### src/design/trsm_pkg.sv
// shared types, codes and constants of the token ring station mac
package trsm_pkg;

    // default configuration of storage
    localparam int DEF_QUEUE_DEPTH = 16;

    // address compare width
    localparam int ADDR_BITS = 8;
    localparam logic [7:0] ADDR_MASK = (ADDR_BITS >= 8) ? 8'hFF : 8'((1 << ADDR_BITS) - 1);

    // frame overheads in bits
    localparam logic [16:0] HEADER_BITS = 17'd168;
    localparam logic [15:0] TOKEN_BITS  = 16'd24;

    // register reset values
    localparam logic [7:0]  RST_STATION_ADDRESS = 8'd0;
    localparam logic [4:0]  RST_QUEUE_LIMIT     = 5'd16;
    localparam logic [23:0] RST_HOLDING_BUDGET  = 24'd160000;

    // configuration register indexes
    localparam logic [1:0] REG_STATION_ADDRESS = 2'd0;
    localparam logic [1:0] REG_QUEUE_LIMIT     = 2'd1;
    localparam logic [1:0] REG_HOLDING_BUDGET  = 2'd2;

    // command codes
    localparam logic [1:0] CMD_PACKET = 2'd0;
    localparam logic [1:0] CMD_TOKEN  = 2'd1;
    localparam logic [1:0] CMD_FRAME  = 2'd2;
    localparam logic [1:0] CMD_START  = 2'd3;

    // result kinds
    localparam logic [2:0] KIND_FRAME_SENT = 3'd0;
    localparam logic [2:0] KIND_TOKEN_SENT = 3'd1;
    localparam logic [2:0] KIND_FORWARDED  = 3'd2;
    localparam logic [2:0] KIND_DELIVERED  = 3'd3;
    localparam logic [2:0] KIND_STRIPPED   = 3'd4;
    localparam logic [2:0] KIND_ENQUEUED   = 3'd5;
    localparam logic [2:0] KIND_DROP_IDLE  = 3'd6;

    // input beat
    typedef struct packed {
        logic [1:0]  command;
        logic [7:0]  dest_addr;
        logic [7:0]  src_addr;
        logic [15:0] length_bits;
    } item_t;

    // result beat
    typedef struct packed {
        logic [2:0]  kind;
        logic [7:0]  out_dest;
        logic [7:0]  out_source;
        logic [15:0] out_length_bits;
        logic [4:0]  queue_count;
        logic        last;
    } result_t;

    // classified operation handed from front to back
    typedef struct packed {
        logic [1:0]  cmd;
        logic [7:0]  dst;
        logic [7:0]  src;
        logic [15:0] len;
        logic        dst_me;
        logic        src_me;
        logic        me_zero;
    } op_t;

    // configuration seen by the back end
    typedef struct packed {
        logic [7:0]  station_address;
        logic [4:0]  queue_limit;
        logic [23:0] holding_budget_bits;
    } cfg_t;

endpackage

### src/design/trsm_front.sv
// front end: configuration registers, command accept and classification
module trsm_front (
    input  logic               clk,
    input  logic               rst_n,
    input  logic               cfg_valid,
    output logic               cfg_ready,
    input  logic [1:0]         cfg_index,
    input  logic [23:0]        cfg_data,
    input  logic               start,
    output logic               busy,
    input  trsm_pkg::item_t    item,
    input  logic               opq_full,
    output logic               push,
    output trsm_pkg::op_t      push_op,
    output trsm_pkg::cfg_t     cfg
);
    import trsm_pkg::*;

    logic [7:0]  station_address_reg;
    logic [4:0]  queue_limit_reg;
    logic [23:0] holding_budget_reg;
    logic [7:0]  me;
    logic [7:0]  dst;
    logic [7:0]  src;

    // register writes are always taken
    assign cfg_ready = 1'b1;

    always_ff @(posedge clk or negedge rst_n)
    begin
        if (!rst_n)
        begin
            station_address_reg <= RST_STATION_ADDRESS;
            queue_limit_reg     <= RST_QUEUE_LIMIT;
            holding_budget_reg  <= RST_HOLDING_BUDGET;
        end
        else if (cfg_valid)
        begin
            case (cfg_index)
                REG_STATION_ADDRESS: station_address_reg <= cfg_data[7:0];
                REG_QUEUE_LIMIT:     queue_limit_reg     <= cfg_data[4:0];
                REG_HOLDING_BUDGET:  holding_budget_reg  <= cfg_data;
                default:             ;
            endcase
        end
    end

    // masked addresses and comparisons
    assign me  = station_address_reg & ADDR_MASK;
    assign dst = item.dest_addr & ADDR_MASK;
    assign src = item.src_addr & ADDR_MASK;

    assign busy = opq_full;
    assign push = start && !opq_full;

    // classified operation
    always_comb
    begin
        push_op.cmd     = item.command;
        push_op.dst     = dst;
        push_op.src     = src;
        push_op.len     = item.length_bits;
        push_op.dst_me  = (dst == me);
        push_op.src_me  = (src == me);
        push_op.me_zero = (me == 8'd0);
    end

    assign cfg.station_address     = me;
    assign cfg.queue_limit         = queue_limit_reg;
    assign cfg.holding_budget_bits = holding_budget_reg;

endmodule

### src/design/trsm_opq.sv
// two-entry operation queue between front and back
module trsm_opq (
    input  logic           clk,
    input  logic           rst_n,
    input  logic           push,
    input  trsm_pkg::op_t  push_op,
    input  logic           pop,
    output logic           full,
    output logic           valid,
    output trsm_pkg::op_t  head_op
);
    import trsm_pkg::*;

    op_t        entry_reg [2];
    logic       wptr_reg;
    logic       rptr_reg;
    logic [1:0] count_reg;
    logic [1:0] count_next;

    assign full    = (count_reg == 2'd2);
    assign valid   = (count_reg != 2'd0);
    assign head_op = entry_reg[rptr_reg];

    // payload storage
    always_ff @(posedge clk)
    begin
        if (push)
        begin
            entry_reg[wptr_reg] <= push_op;
        end
    end

    // occupancy
    always_comb
    begin
        count_next = count_reg;
        if (push && !pop)
        begin
            count_next = count_reg + 2'd1;
        end
        else if (pop && !push)
        begin
            count_next = count_reg - 2'd1;
        end
    end

    always_ff @(posedge clk or negedge rst_n)
    begin
        if (!rst_n)
        begin
            wptr_reg  <= 1'b0;
            rptr_reg  <= 1'b0;
            count_reg <= 2'd0;
        end
        else
        begin
            if (push)
            begin
                wptr_reg <= ~wptr_reg;
            end
            if (pop)
            begin
                rptr_reg <= ~rptr_reg;
            end
            count_reg <= count_next;
        end
    end

endmodule

### src/design/trsm_ram.sv
// generic single write, single read ram with registered read
module trsm_ram #(
    parameter int WIDTH = 8,
    parameter int DEPTH = 16,
    localparam int AW = (DEPTH > 1) ? $clog2(DEPTH) : 1
) (
    input  logic             clk,
    input  logic             wr_en,
    input  logic [AW-1:0]    wr_addr,
    input  logic [WIDTH-1:0] wr_data,
    input  logic [AW-1:0]    rd_addr,
    output logic [WIDTH-1:0] rd_data
);

    logic [WIDTH-1:0] mem [DEPTH];

    always_ff @(posedge clk)
    begin
        if (wr_en)
        begin
            mem[wr_addr] <= wr_data;
        end
        rd_data <= mem[rd_addr];
    end

endmodule

### src/design/trsm_back.sv
// back end: send queue, token holding and result generation
module trsm_back #(
    parameter int QUEUE_DEPTH = trsm_pkg::DEF_QUEUE_DEPTH
) (
    input  logic              clk,
    input  logic              rst_n,
    input  trsm_pkg::cfg_t    cfg,
    input  logic              op_valid,
    input  trsm_pkg::op_t     op_head,
    output logic              pop,
    output logic              result_valid,
    output trsm_pkg::result_t result
);
    import trsm_pkg::*;

    localparam int PTR_W  = (QUEUE_DEPTH > 1) ? $clog2(QUEUE_DEPTH) : 1;
    localparam int FILL_W = $clog2(QUEUE_DEPTH + 1);
    localparam int CMP_W  = (FILL_W > 5) ? FILL_W : 5;
    localparam logic [PTR_W-1:0] PTR_LAST = PTR_W'(QUEUE_DEPTH - 1);
    localparam logic [CMP_W-1:0] DEPTH_C  = CMP_W'(QUEUE_DEPTH);

    // back end states
    localparam logic [1:0] ST_IDLE     = 2'd0;
    localparam logic [1:0] ST_FRAME_FWD = 2'd1;
    localparam logic [1:0] ST_TOK_READ = 2'd2;
    localparam logic [1:0] ST_TOK_EVAL = 2'd3;

    logic [1:0]        state_reg, state_next;
    op_t               op_reg, op_next;
    logic [PTR_W-1:0]  head_reg, head_next;
    logic [PTR_W-1:0]  tail_reg, tail_next;
    logic [FILL_W-1:0] fill_reg, fill_next;
    logic [23:0]       used_reg, used_next;
    logic              result_valid_reg, result_valid_next;
    result_t           result_reg, result_next;

    logic              wr_en;
    logic [23:0]       rd_data;
    logic [CMP_W-1:0]  fill_c;
    logic [CMP_W-1:0]  limit_c;
    logic [CMP_W-1:0]  lim;
    logic [4:0]        count_now;
    logic [4:0]        count_inc;
    logic [4:0]        count_dec;
    logic [16:0]       fbits;
    logic [24:0]       sum;
    logic [15:0]       fbits_sat;
    logic [15:0]       deliver_len;
    logic [PTR_W-1:0]  head_inc;
    logic [PTR_W-1:0]  tail_inc;

    function automatic result_t make_result(input logic [2:0] kind, input logic [7:0] dst,
                                            input logic [7:0] src, input logic [15:0] len,
                                            input logic [4:0] count, input logic last);
        result_t r;
        r.kind            = kind;
        r.out_dest        = dst;
        r.out_source      = src;
        r.out_length_bits = len;
        r.queue_count     = count;
        r.last            = last;
        return r;
    endfunction

    // packet store, destination over length
    trsm_ram #(
        .WIDTH (24),
        .DEPTH (QUEUE_DEPTH)
    ) u_store (
        .clk     (clk),
        .wr_en   (wr_en),
        .wr_addr (tail_reg),
        .wr_data ({op_head.dst, op_head.len}),
        .rd_addr (head_reg),
        .rd_data (rd_data)
    );

    // fill and limit arithmetic
    assign fill_c    = CMP_W'(fill_reg);
    assign limit_c   = CMP_W'(cfg.queue_limit);
    assign lim       = (limit_c > DEPTH_C) ? DEPTH_C : limit_c;
    assign count_now = fill_c[4:0];
    assign count_inc = count_now + 5'd1;
    assign count_dec = count_now - 5'd1;
    assign head_inc  = (head_reg == PTR_LAST) ? '0 : head_reg + PTR_W'(1);
    assign tail_inc  = (tail_reg == PTR_LAST) ? '0 : tail_reg + PTR_W'(1);

    // frame size and budget check for the head packet
    assign fbits       = HEADER_BITS + {1'b0, rd_data[15:0]};
    assign sum         = {1'b0, used_reg} + {8'd0, fbits};
    assign fbits_sat   = fbits[16] ? 16'hFFFF : fbits[15:0];
    assign deliver_len = (op_head.len > HEADER_BITS[15:0]) ?
                         op_head.len - HEADER_BITS[15:0] : 16'd0;

    // control and result generation
    always_comb
    begin
        state_next        = state_reg;
        op_next           = op_reg;
        head_next         = head_reg;
        tail_next         = tail_reg;
        fill_next         = fill_reg;
        used_next         = used_reg;
        result_valid_next = 1'b0;
        result_next       = result_reg;
        pop               = 1'b0;
        wr_en             = 1'b0;
        case (state_reg)
            ST_IDLE:
            begin
                if (op_valid)
                begin
                    pop     = 1'b1;
                    op_next = op_head;
                    case (op_head.cmd)
                        CMD_PACKET:
                        begin
                            result_valid_next = 1'b1;
                            if (fill_c >= lim)
                            begin
                                result_next = make_result(KIND_DROP_IDLE, op_head.dst,
                                    cfg.station_address, op_head.len, count_now, 1'b1);
                            end
                            else
                            begin
                                wr_en       = 1'b1;
                                tail_next   = tail_inc;
                                fill_next   = fill_reg + FILL_W'(1);
                                result_next = make_result(KIND_ENQUEUED, op_head.dst,
                                    cfg.station_address, op_head.len, count_inc, 1'b1);
                            end
                        end
                        CMD_TOKEN:
                        begin
                            used_next  = 24'd0;
                            state_next = ST_TOK_READ;
                        end
                        CMD_FRAME:
                        begin
                            result_valid_next = 1'b1;
                            if (op_head.dst_me)
                            begin
                                result_next = make_result(KIND_DELIVERED, op_head.dst,
                                    op_head.src, deliver_len, count_now, 1'b0);
                                state_next  = ST_FRAME_FWD;
                            end
                            else
                            begin
                                result_next = make_result(
                                    op_head.src_me ? KIND_STRIPPED : KIND_FORWARDED,
                                    op_head.dst, op_head.src, op_head.len, count_now, 1'b1);
                            end
                        end
                        default:
                        begin
                            result_valid_next = 1'b1;
                            if (op_head.me_zero)
                            begin
                                result_next = make_result(KIND_TOKEN_SENT, 8'd0, 8'd0,
                                    TOKEN_BITS, count_now, 1'b1);
                            end
                            else
                            begin
                                result_next = make_result(KIND_DROP_IDLE, 8'd0, 8'd0,
                                    16'd0, count_now, 1'b1);
                            end
                        end
                    endcase
                end
            end
            ST_FRAME_FWD:
            begin
                result_valid_next = 1'b1;
                result_next = make_result(op_reg.src_me ? KIND_STRIPPED : KIND_FORWARDED,
                    op_reg.dst, op_reg.src, op_reg.len, count_now, 1'b1);
                state_next  = ST_IDLE;
            end
            ST_TOK_READ:
            begin
                // head entry read is in flight
                state_next = ST_TOK_EVAL;
            end
            ST_TOK_EVAL:
            begin
                result_valid_next = 1'b1;
                if ((fill_reg == '0) || (sum > {1'b0, cfg.holding_budget_bits}))
                begin
                    result_next = make_result(KIND_TOKEN_SENT, 8'd0, 8'd0,
                        TOKEN_BITS, count_now, 1'b1);
                    state_next  = ST_IDLE;
                end
                else
                begin
                    used_next   = sum[23:0];
                    head_next   = head_inc;
                    fill_next   = fill_reg - FILL_W'(1);
                    result_next = make_result(KIND_FRAME_SENT, rd_data[23:16],
                        cfg.station_address, fbits_sat, count_dec, 1'b0);
                    state_next  = ST_TOK_READ;
                end
            end
            default:
            begin
                state_next = ST_IDLE;
            end
        endcase
    end

    // control state
    always_ff @(posedge clk or negedge rst_n)
    begin
        if (!rst_n)
        begin
            state_reg        <= ST_IDLE;
            head_reg         <= '0;
            tail_reg         <= '0;
            fill_reg         <= '0;
            result_valid_reg <= 1'b0;
        end
        else
        begin
            state_reg        <= state_next;
            head_reg         <= head_next;
            tail_reg         <= tail_next;
            fill_reg         <= fill_next;
            result_valid_reg <= result_valid_next;
        end
    end

    // payload registers
    always_ff @(posedge clk)
    begin
        op_reg     <= op_next;
        used_reg   <= used_next;
        result_reg <= result_next;
    end

    assign result_valid = result_valid_reg;
    assign result       = result_reg;

endmodule

### src/design/token_ring_station_mac.sv
// top level of one token ring station mac
//
//  channel   signals                                     direction  beat taken when
//  command   start, busy, item                           in         start && !busy
//  result    result_valid, result                        out        result_valid
//  config    cfg_valid, cfg_ready, cfg_index, cfg_data   in         cfg_valid && cfg_ready
//
// a command is written into a two-entry queue; the back end then handles a packet or
// start in its idle state, a frame in the idle state and, if delivered here, a forward
// state, and a token in the idle state, then a read and an evaluate state per frame
// sent and for the token release. each result shows in the cycle after its state.
// busy is high while the command queue is full; reset clears the send queue
// pointers and the command queue, the packet store itself is not cleared.
// results cannot be stalled, each is shown for exactly one cycle.
module token_ring_station_mac #(
    parameter int QUEUE_DEPTH = trsm_pkg::DEF_QUEUE_DEPTH
) (
    input  logic              clk,
    input  logic              rst_n,
    input  logic              cfg_valid,
    output logic              cfg_ready,
    input  logic [1:0]        cfg_index,
    input  logic [23:0]       cfg_data,
    input  logic              start,
    output logic              busy,
    input  trsm_pkg::item_t   item,
    output logic              result_valid,
    output trsm_pkg::result_t result
);
    import trsm_pkg::*;

    logic push;
    op_t  push_op;
    logic opq_full;
    logic op_valid;
    op_t  op_head;
    logic pop;
    cfg_t cfg;

    // command accept and classification
    trsm_front u_front (
        .clk       (clk),
        .rst_n     (rst_n),
        .cfg_valid (cfg_valid),
        .cfg_ready (cfg_ready),
        .cfg_index (cfg_index),
        .cfg_data  (cfg_data),
        .start     (start),
        .busy      (busy),
        .item      (item),
        .opq_full  (opq_full),
        .push      (push),
        .push_op   (push_op),
        .cfg       (cfg)
    );

    // decoupling queue
    trsm_opq u_opq (
        .clk     (clk),
        .rst_n   (rst_n),
        .push    (push),
        .push_op (push_op),
        .pop     (pop),
        .full    (opq_full),
        .valid   (op_valid),
        .head_op (op_head)
    );

    // execution
    trsm_back #(
        .QUEUE_DEPTH (QUEUE_DEPTH)
    ) u_back (
        .clk          (clk),
        .rst_n        (rst_n),
        .cfg          (cfg),
        .op_valid     (op_valid),
        .op_head      (op_head),
        .pop          (pop),
        .result_valid (result_valid),
        .result       (result)
    );

endmodule

### config.mk
export PLATFORM = sky130hd
export DESIGN_NAME = token_ring_station_mac
export DESIGN_NICKNAME = d
export VERILOG_FILES = /design/src/design/trsm_pkg.sv /design/src/design/trsm_front.sv /design/src/design/trsm_opq.sv /design/src/design/trsm_ram.sv /design/src/design/trsm_back.sv /design/src/design/token_ring_station_mac.sv
export SDC_FILE = /design/constraint.sdc
export NUM_CORES = 1
export LEC_CHECK = 0
export ABC_AREA = 1
export BUFFER_PORTS_ARGS = -buffer_cell sky130_fd_sc_hd__buf_2
export CORE_MARGIN = 10
export CORE_UTILIZATION = 56
export DETAILED_ROUTE_END_ITERATION = 7
export GPL_TIMING_DRIVEN = 0
export HOLD_SLACK_MARGIN = 0.08
export PLACE_DENSITY = 0.76
export SETUP_SLACK_MARGIN = 0.15
export SYNTH_ARGS = -nofsm -noshare
export SYNTH_HDL_FRONTEND = slang
export SYNTH_SLANG_ARGS = --single-unit
### constraint.sdc
create_clock -name clk -period 5.3 [get_ports clk]
set_clock_uncertainty 0.2 [all_clocks]
set_input_delay 0.795 -clock clk [delete_from_list [all_inputs] [get_ports clk]]
set_output_delay 0.795 -clock clk [all_outputs]
set_load 0.01 [all_outputs]
==> metrics.md, run 1 <==
| Metric | Value |
|---|---|
| Max-slew violation count | 0 |
| Routed WL per cell | about 24 um |
| Initial antenna violation count | 1 |
| Count of final setup violators | 0 |
| Post-Syn Nets | around 2600 |
| Leak | ~12 nW |
| Core Footprint | between 40000 and 50000 sq um |
| Deepest clock path buffer count | 3 |
| Ant. Diodes | 0 |
| Highest-count cells in the layout ignoring fill and taps | 556 x edfxtp_1, 536 x nand2_1, 198 x nor2_1 |
| IO buf count | between 100 and 150 |
| Req. time, crit path | ~5.4 ns |
| Skew-Pair Late Insertion Delay | around 0.66 ns |
| Flop pwr share | a little over a third |
| Max transition margin | roughly 9.3% |
| Detailed placer's ending HPWL | ~54 mm |
| Worst Path Max Fanout | 10 |
| Mapped Area | about 27000 sq um |
| Max incr delay on CP | about 0.37 ns |
| Slowest cell on crit path | dfxtp_4 |
| H-tree depth | 2 |
| Ys flop type | edfxtp_1 |
| Critical Setup Path Class | flip-flop to flip-flop |
| Cells on worst reg2reg path | 35 |
| Sw power | approximately 8.5 mW |
| Status | completed |
| Syn Area/Cell | roughly 11 sq um |
| First-pass GRT wire length | 119 mm |
| Syn. warnings | 0 |
| Number of flops mapped to enable cells by yosys | roughly 560 |
| Flops & latches, synth | roughly 640 |
| 1st-pass router iterations | 6 |
| Arrival time at the worst endpoint | approximately 5 ns |
| Seq/Total Area, Yosys | 67.7% |
| Capturing element type of the critical path | flip-flop |
| Layout net count | about 2800 |
| Final ANT Viol Nets | 0 |
| Synth unique cells | 54 |
| Max reg flops | between 300 and 400 |
| Internal power consumption | 12.2 mW |
| Vias in the first global route | 19600 |
| RSZ-0062 raised after global routing | false |
| Peak VDD IR | between 0.0005 and 0.0006 V |
| Clk pwr share | between 20 and 25% |
| WL final | just over 80 mm |
| Worst min path class | primary input to asynchronous set/reset pin |
| CTS root buffer | clkbuf_16 |
| Worst slew pin tran | 1.36 ns |
| Combinational share of power | a little over two fifths |
| Overall via count from detail_route | between 20000 and 25000 |
| Most common cell after layout, fill and taps aside | edfxtp_1 |
| Clock slew at reported path FFs | 0.06 ns |
| Max-Cap Viols | 0 |
| Largest net degree at the start of global routing | 58 |
| Share of post-route cells with drive strength above 1 | between 10% and 20% |
| Die width | 242 um |
| Cells after synthesis | 2434 |
| Switching Fraction | between 40% and 50% |
| Initial Util | about 56% |
| Via density | between 6 and 7 |
| Fmax | between 0.2 and 0.25 GHz |
| Final period util | between 90 and 100% |
| Die height | 242 um |
| Power Density | 649 nW/um^2 |
| Endpoints failing hold | 0 |
| GRT overflow | 0 |
| # hold bufs at CTS | 0 |
| Power consumption | 20.7 mW |
| Num CTS Buffers | 61 |
| Starting DRT DRC Count | ~2900 |
| CTS tree | built |
| Tmin final | just under 5 ns |
| Placer congestion estimate | approximately 0.92 |
| DRC Markers | 0 |
| # rows | approximately 80 |
| Die area | around 60000 sq um |
| I/O pin count | approximately 110 |
| Layout area overhead | 16.2% |
| Most frequent CP cell | nand2_1 |
| CTS sink count | roughly 640 |
| Ys async rst share | a little under 9% |
| Worst Hold Margin | between 0.04 and 0.05 ns |
| Crit start category | flip-flop |
| GRT Overall Usage | between 20% and 30% |
==> worst paths after layout <==
kind	endpoint	startpoint	slack, ns
max in group asynchronous	u_back.tail_reg[2]	rst_n	4.31
worst max register to register	u_back.result[15]	u_back.u_store.rd_data[3]	0.39
worst min-delay path	u_front.holding_budget_reg[18]	rst_n	0.05
min in group clk	u_opq.entry_reg[0][15]	item[12]	0.13
worst max-delay path	u_back.result[15]	u_back.u_store.rd_data[3]	0.39
worst min register to register	u_front.queue_limit_reg[2]	u_front.queue_limit_reg[2]	0.29
==> synthesized netlist by cell type, types with 8 or more instances <==
cell / number / area [sq um]
nor3_1: 8 / 40.0
ha_1: 60 / 751
a221oi_1: 30 / 263
a21oi_1: 121 / 606
nor2_1: 219 / 822
o21ai_0: 193 / 966
o221ai_1: 18 / 158
edfxtp_1: 556 / 16700
inv_2: 11 / 41.3
xnor2_1: 19 / 166
o22ai_1: 37 / 231
clkbuf_1: 88 / 330
dfrtp_1: 51 / 1280
xor2_1: 30 / 263
dfxtp_1: 24 / 480
nand2_1: 545 / 2050
or2_2: 11 / 68.8
nand4_1: 40 / 250
nand2_2: 11 / 68.8
inv_1: 156 / 586
o21ai_1: 13 / 65.1
nand3_1: 111 / 556
==> layer usage <==
metal  global-route usage (%)  wire length, um  vias to the layer above
met3                     5.83             9330                      246
met2                     41.8            37200                     1369
met4                     12.2             3480                        0
li1                         -                -                     8964
met1                     35.3            30500                     9804
met5                        0                0                        -
==> cells by family after synthesis <==
group	after synthesis	synth area share, %
other cells	1	0.0136
mux	1	0.0364
buf+inv	276	3.93
flops	637	67.7
simple gates	967	14.7
xor+xnor	49	1.56
compound gates	442	9.27
fa+ha+maj	61	2.80
==> worst max-delay path, delay by kind of cell, from the launching register on <==
family	cells	cell delay, ns
buffers and inverters	4	0.37
AND/OR/NAND/NOR	25	2.35
adder cells (fa/ha/maj)	3	0.68
XOR/XNOR	1	0.18
flip-flops	1	0.37
AO/OA/AOI/OAI	2	0.44
==> cell type report <==
type	count	area (sq um)
plain buffers	106	479
clock buffers	77	1640
clock inverters	39	515
fillers	3487	16800
inverters	170	646
multi-input cells	1522	8170
flip-flops and latches	637	18600
well taps	664	831
repair buffers	132	1040
==> timing repair <==
item	4_1_cts	5_1_grt
cloned	1	0
buffers inserted	3	6
endpoints found under the hold margin	0	0
pin swaps	2	7
gates resized for setup	19	33
setup endpoints to repair	63	73
==> power groups by stage <==
stage / logic, mW / clock network (mW) / registers [mW]
final: 8.76 / 4.67 / 7.31
after detailed placement: 8.17 / 0 / 7.39
after CTS: 8.36 / 4.67 / 7.30
after global routing: 9.44 / 4.87 / 7.37
after global placement: 7.78 / 0 / 7.41
after floorplan: 5.05 / 0 / 7.38
==> stage by stage <==
stage / TNS [ns] / std cells / util, % / setup slack, ns / area [sq um]
4_1_cts: 0 / 3341 / 65.1 / 0.181 / 31700
3_3_place_gp: -749.74 / 3204 / 59.2 / -2.02 / 28900
6_report: 0 / 3347 / 65.5 / 0.388 / 31900
2_1_floorplan: 0 / 2434 / - / 0.443 / 27500
5_1_grt: 0 / 3347 / 65.5 / 0.123 / 31900
3_5_place_dp: -15.90 / 3221 / 60.4 / -0.635 / 29400
Note: power is estimated with default switching activity, not from simulation.
==> inputs of run 2 (changes only) <==
--- a/config.mk
+++ b/config.mk
@@ -7,12 +7,14 @@
 export LEC_CHECK = 0
 export ABC_AREA = 1
 export BUFFER_PORTS_ARGS = -buffer_cell sky130_fd_sc_hd__buf_2
+export CORE_ASPECT_RATIO = 1.5
 export CORE_MARGIN = 10
 export CORE_UTILIZATION = 56
 export DETAILED_ROUTE_END_ITERATION = 7
 export GPL_TIMING_DRIVEN = 0
 export HOLD_SLACK_MARGIN = 0.08
 export PLACE_DENSITY = 0.76
+export RECOVER_POWER = 25
 export SETUP_SLACK_MARGIN = 0.15
 export SYNTH_ARGS = -nofsm -noshare
 export SYNTH_HDL_FRONTEND = slang
==> run 2 against run 1 <==
Net effect: the run now ends with capacitance limit, slew limit left; die area up 0.31%; core utilization down 0.40 points; sequential power barely moved; combinational power shrank 3.2%; via count down 2.6%; first-iteration DRC count decreased by 20%; sequential share of layout area is 0.58 points higher; fmax up 0.13%; critical endpoint is now u_back.result[18]; largest cell class unchanged.
==> metrics.md, run 2 (synthesis gave the netlist of run 1 again) <==
| Metric | Value |
|---|---|
| Status | complete, but fails checks |
| Failing checks | capacitance limit, slew limit |
| Critical register-to-register path startpoint | u_back.u_store.rd_data[5] |
| Power consumption | roughly 20 mW |
| Peak VDD IR | 0.000487 V |
| Max reg flops | around 380 |
| Placer congestion estimate | a little over 0.9 |
| Detailed placer's ending HPWL | ~56 mm |
| Flop pwr share | a little over a third |
| Routed WL per cell | ~24 um |
| RSZ-0062 raised after global routing | false |
| Crit start category | flip-flop |
| Share of post-route cells with drive strength above 1 | approximately 11% |
| Max-slew violation count | 95 |
| CTS sink count | 637 |
| Placed Cells | between 3000 and 4000 |
| WL final | around 80 mm |
| Die width | 201 um |
| # rows | between 90 and 100 |
| Highest-count cells in the layout ignoring fill and taps | 556 x edfxtp_1, 543 x nand2_1, 200 x nor2_1 |
| Vias in the first global route | a little over 20000 |
| Overall via count from detail_route | 19900 |
| Deepest clock path buffer count | 3 |
| Tmin final | 4.91 ns |
| Final Non-Filler Cells | approximately 3300 |
| Req. time, crit path | 5.54 ns |
| Critical Path Start | u_back.u_store.rd_data[5] |
| Core Footprint | 48600 sq um |
| Hold Path Depth | 1 |
| Internal power consumption | approximately 12 mW |
| Count of final setup violators | 0 |
| FF-to-FF End | u_back.result[18] |
| Die height | around 290 um |
| Fill cell count | between 3000 and 4000 |
| DRC Markers | 0 |
| Clock slew at reported path FFs | ~0.07 ns |
| Worst Path Max Fanout | 10 |
| CTS root buffer | clkbuf_16 |
| Initial Util | a little under three fifths |
| Worst min path class | primary input to flip-flop |
| Sw power | 8.22 mW |
| Switching Fraction | between 40% and 50% |
| Most common cell after layout, fill and taps aside | edfxtp_1 |
| IO buf count | 106 |
| Max transition margin | -135% |
| Hold EP | u_opq.entry_reg[0][12] |
| GRT Overall Usage | 26.3% |
| Power Density | between 600 and 700 nW/um^2 |
| 1st-pass router iterations | 8 |
| FF-to-FF setup slack | a little under 0.4 ns |
| Final period util | between 90 and 100% |
| CTS tree | built |
| Min-delay src | item[9] |
| Fmax | 0.204 GHz |
| GRT overflow | 0 |
| Endpoints failing hold | 0 |
| I/O pin count | ~110 |
| Via density | approximately 6 |
| Arrival time at the worst endpoint | 5.15 ns |
| Final ANT Viol Nets | 0 |
| H-tree depth | 2 |
| Starting DRT DRC Count | roughly 2300 |
| Clk pwr share | 21.5% |
| Worst slew pin tran | roughly 3.5 ns |
| Most frequent CP cell | nand2_1 |
| Capturing element type of the critical path | flip-flop |
| Max-Cap Viols | 3 |
| Cells on worst reg2reg path | 30 |
| Die area | ~59000 sq um |
| Setup TNS | 0 ns |
| Util after Layout | about 65% |
| Critical Setup Path Class | flip-flop to flip-flop |
| Reg area | 18600 sq um |
| Combinational share of power | about 42% |
| Num CTS Buffers | 54 |
| Largest net degree at the start of global routing | slightly below 60 |
| Worst Hold Margin | ~0.17 ns |
| Max incr delay on CP | 0.42 ns |
| Initial antenna violation count | 1 |
| Layout net count | around 2700 |
| Multi-input gate area | 8130 sq um |
| First-pass GRT wire length | around 120 mm |
| Slowest cell on crit path | ha_1 |
| Skew-Pair Late Insertion Delay | around 0.63 ns |
| Leak | 12.0 nW |
| Layout area overhead | 15.0% |
## run 2: layer usage
layer / track usage, % / wire (um) / vias to the layer above
met5: 0 / 13 / -
met4: 17.9 / 5370 / 2
met3: 3.64 / 5990 / 310
met2: 47.3 / 41200 / 1120
met1: 28.3 / 26800 / 9492
li1: - / - / 8928
## run 2: cell type report
class / count / share of cell area [%]
inverter: 170 / 2.04
tap: 656 / 2.60
buffer: 106 / 1.46
clock buffer: 70 / 4.76
sequential: 637 / 58.9
multi-input combinational: 1522 / 25.7
antenna: 1 / 0.00792
clock inverter: 32 / 1.41
timing repair buffer: 131 / 3.12
## run 2: worst max-delay path by stage
stage                                 to  slack (ns)  depth (start not counted)
2_1_floorplan         u_back.used_reg[0]        0.44                         30
3_3_place_gp   u_back.u_store.mem[8][20]       -2.20                          9
3_5_place_dp         u_back.used_reg[15]       -0.78                         27
4_1_cts              u_back.used_reg[21]        0.19                         29
5_1_grt                u_back.result[21]        0.12                         35
6_report               u_back.result[18]        0.39                         30
## run 2: repair_timing
item,4_1_cts,5_1_grt
buffers inserted,0,5
hold buffers,0,0
pin swaps,0,7
endpoints found under the setup margin,68,73
gates cloned,0,1
gates resized for setup,15,39
endpoints found under the hold margin,0,0
## run 2: power by group through the flow
stage / registers (mW) / logic (mW) / clock network, mW
6_report: 7.33 / 8.48 / 4.32
4_1_cts: 7.31 / 8.15 / 4.31
3_3_place_gp: 7.41 / 7.58 / 0
2_1_floorplan: 7.38 / 5.05 / 0
3_5_place_dp: 7.40 / 8.00 / 0
5_1_grt: 7.39 / 9.23 / 4.50
## run 2: worst max-delay path, delay by kind of cell (launching register included)
family	cells	cell delay, ns
flip-flops	1	0.38
AO/OA/AOI/OAI	4	0.53
AND/OR/NAND/NOR	19	2.36
adder cells (fa/ha/maj)	2	0.69
buffers and inverters	5	0.55
## run 2: metrics by stage
stage	setup WS [ns]	cell area [sq um]
2_1_floorplan	0.443	27500
5_1_grt	0.120	31600
4_1_cts	0.187	31500
6_report	0.394	31600
3_5_place_dp	-0.779	29500
3_3_place_gp	-2.20	28800
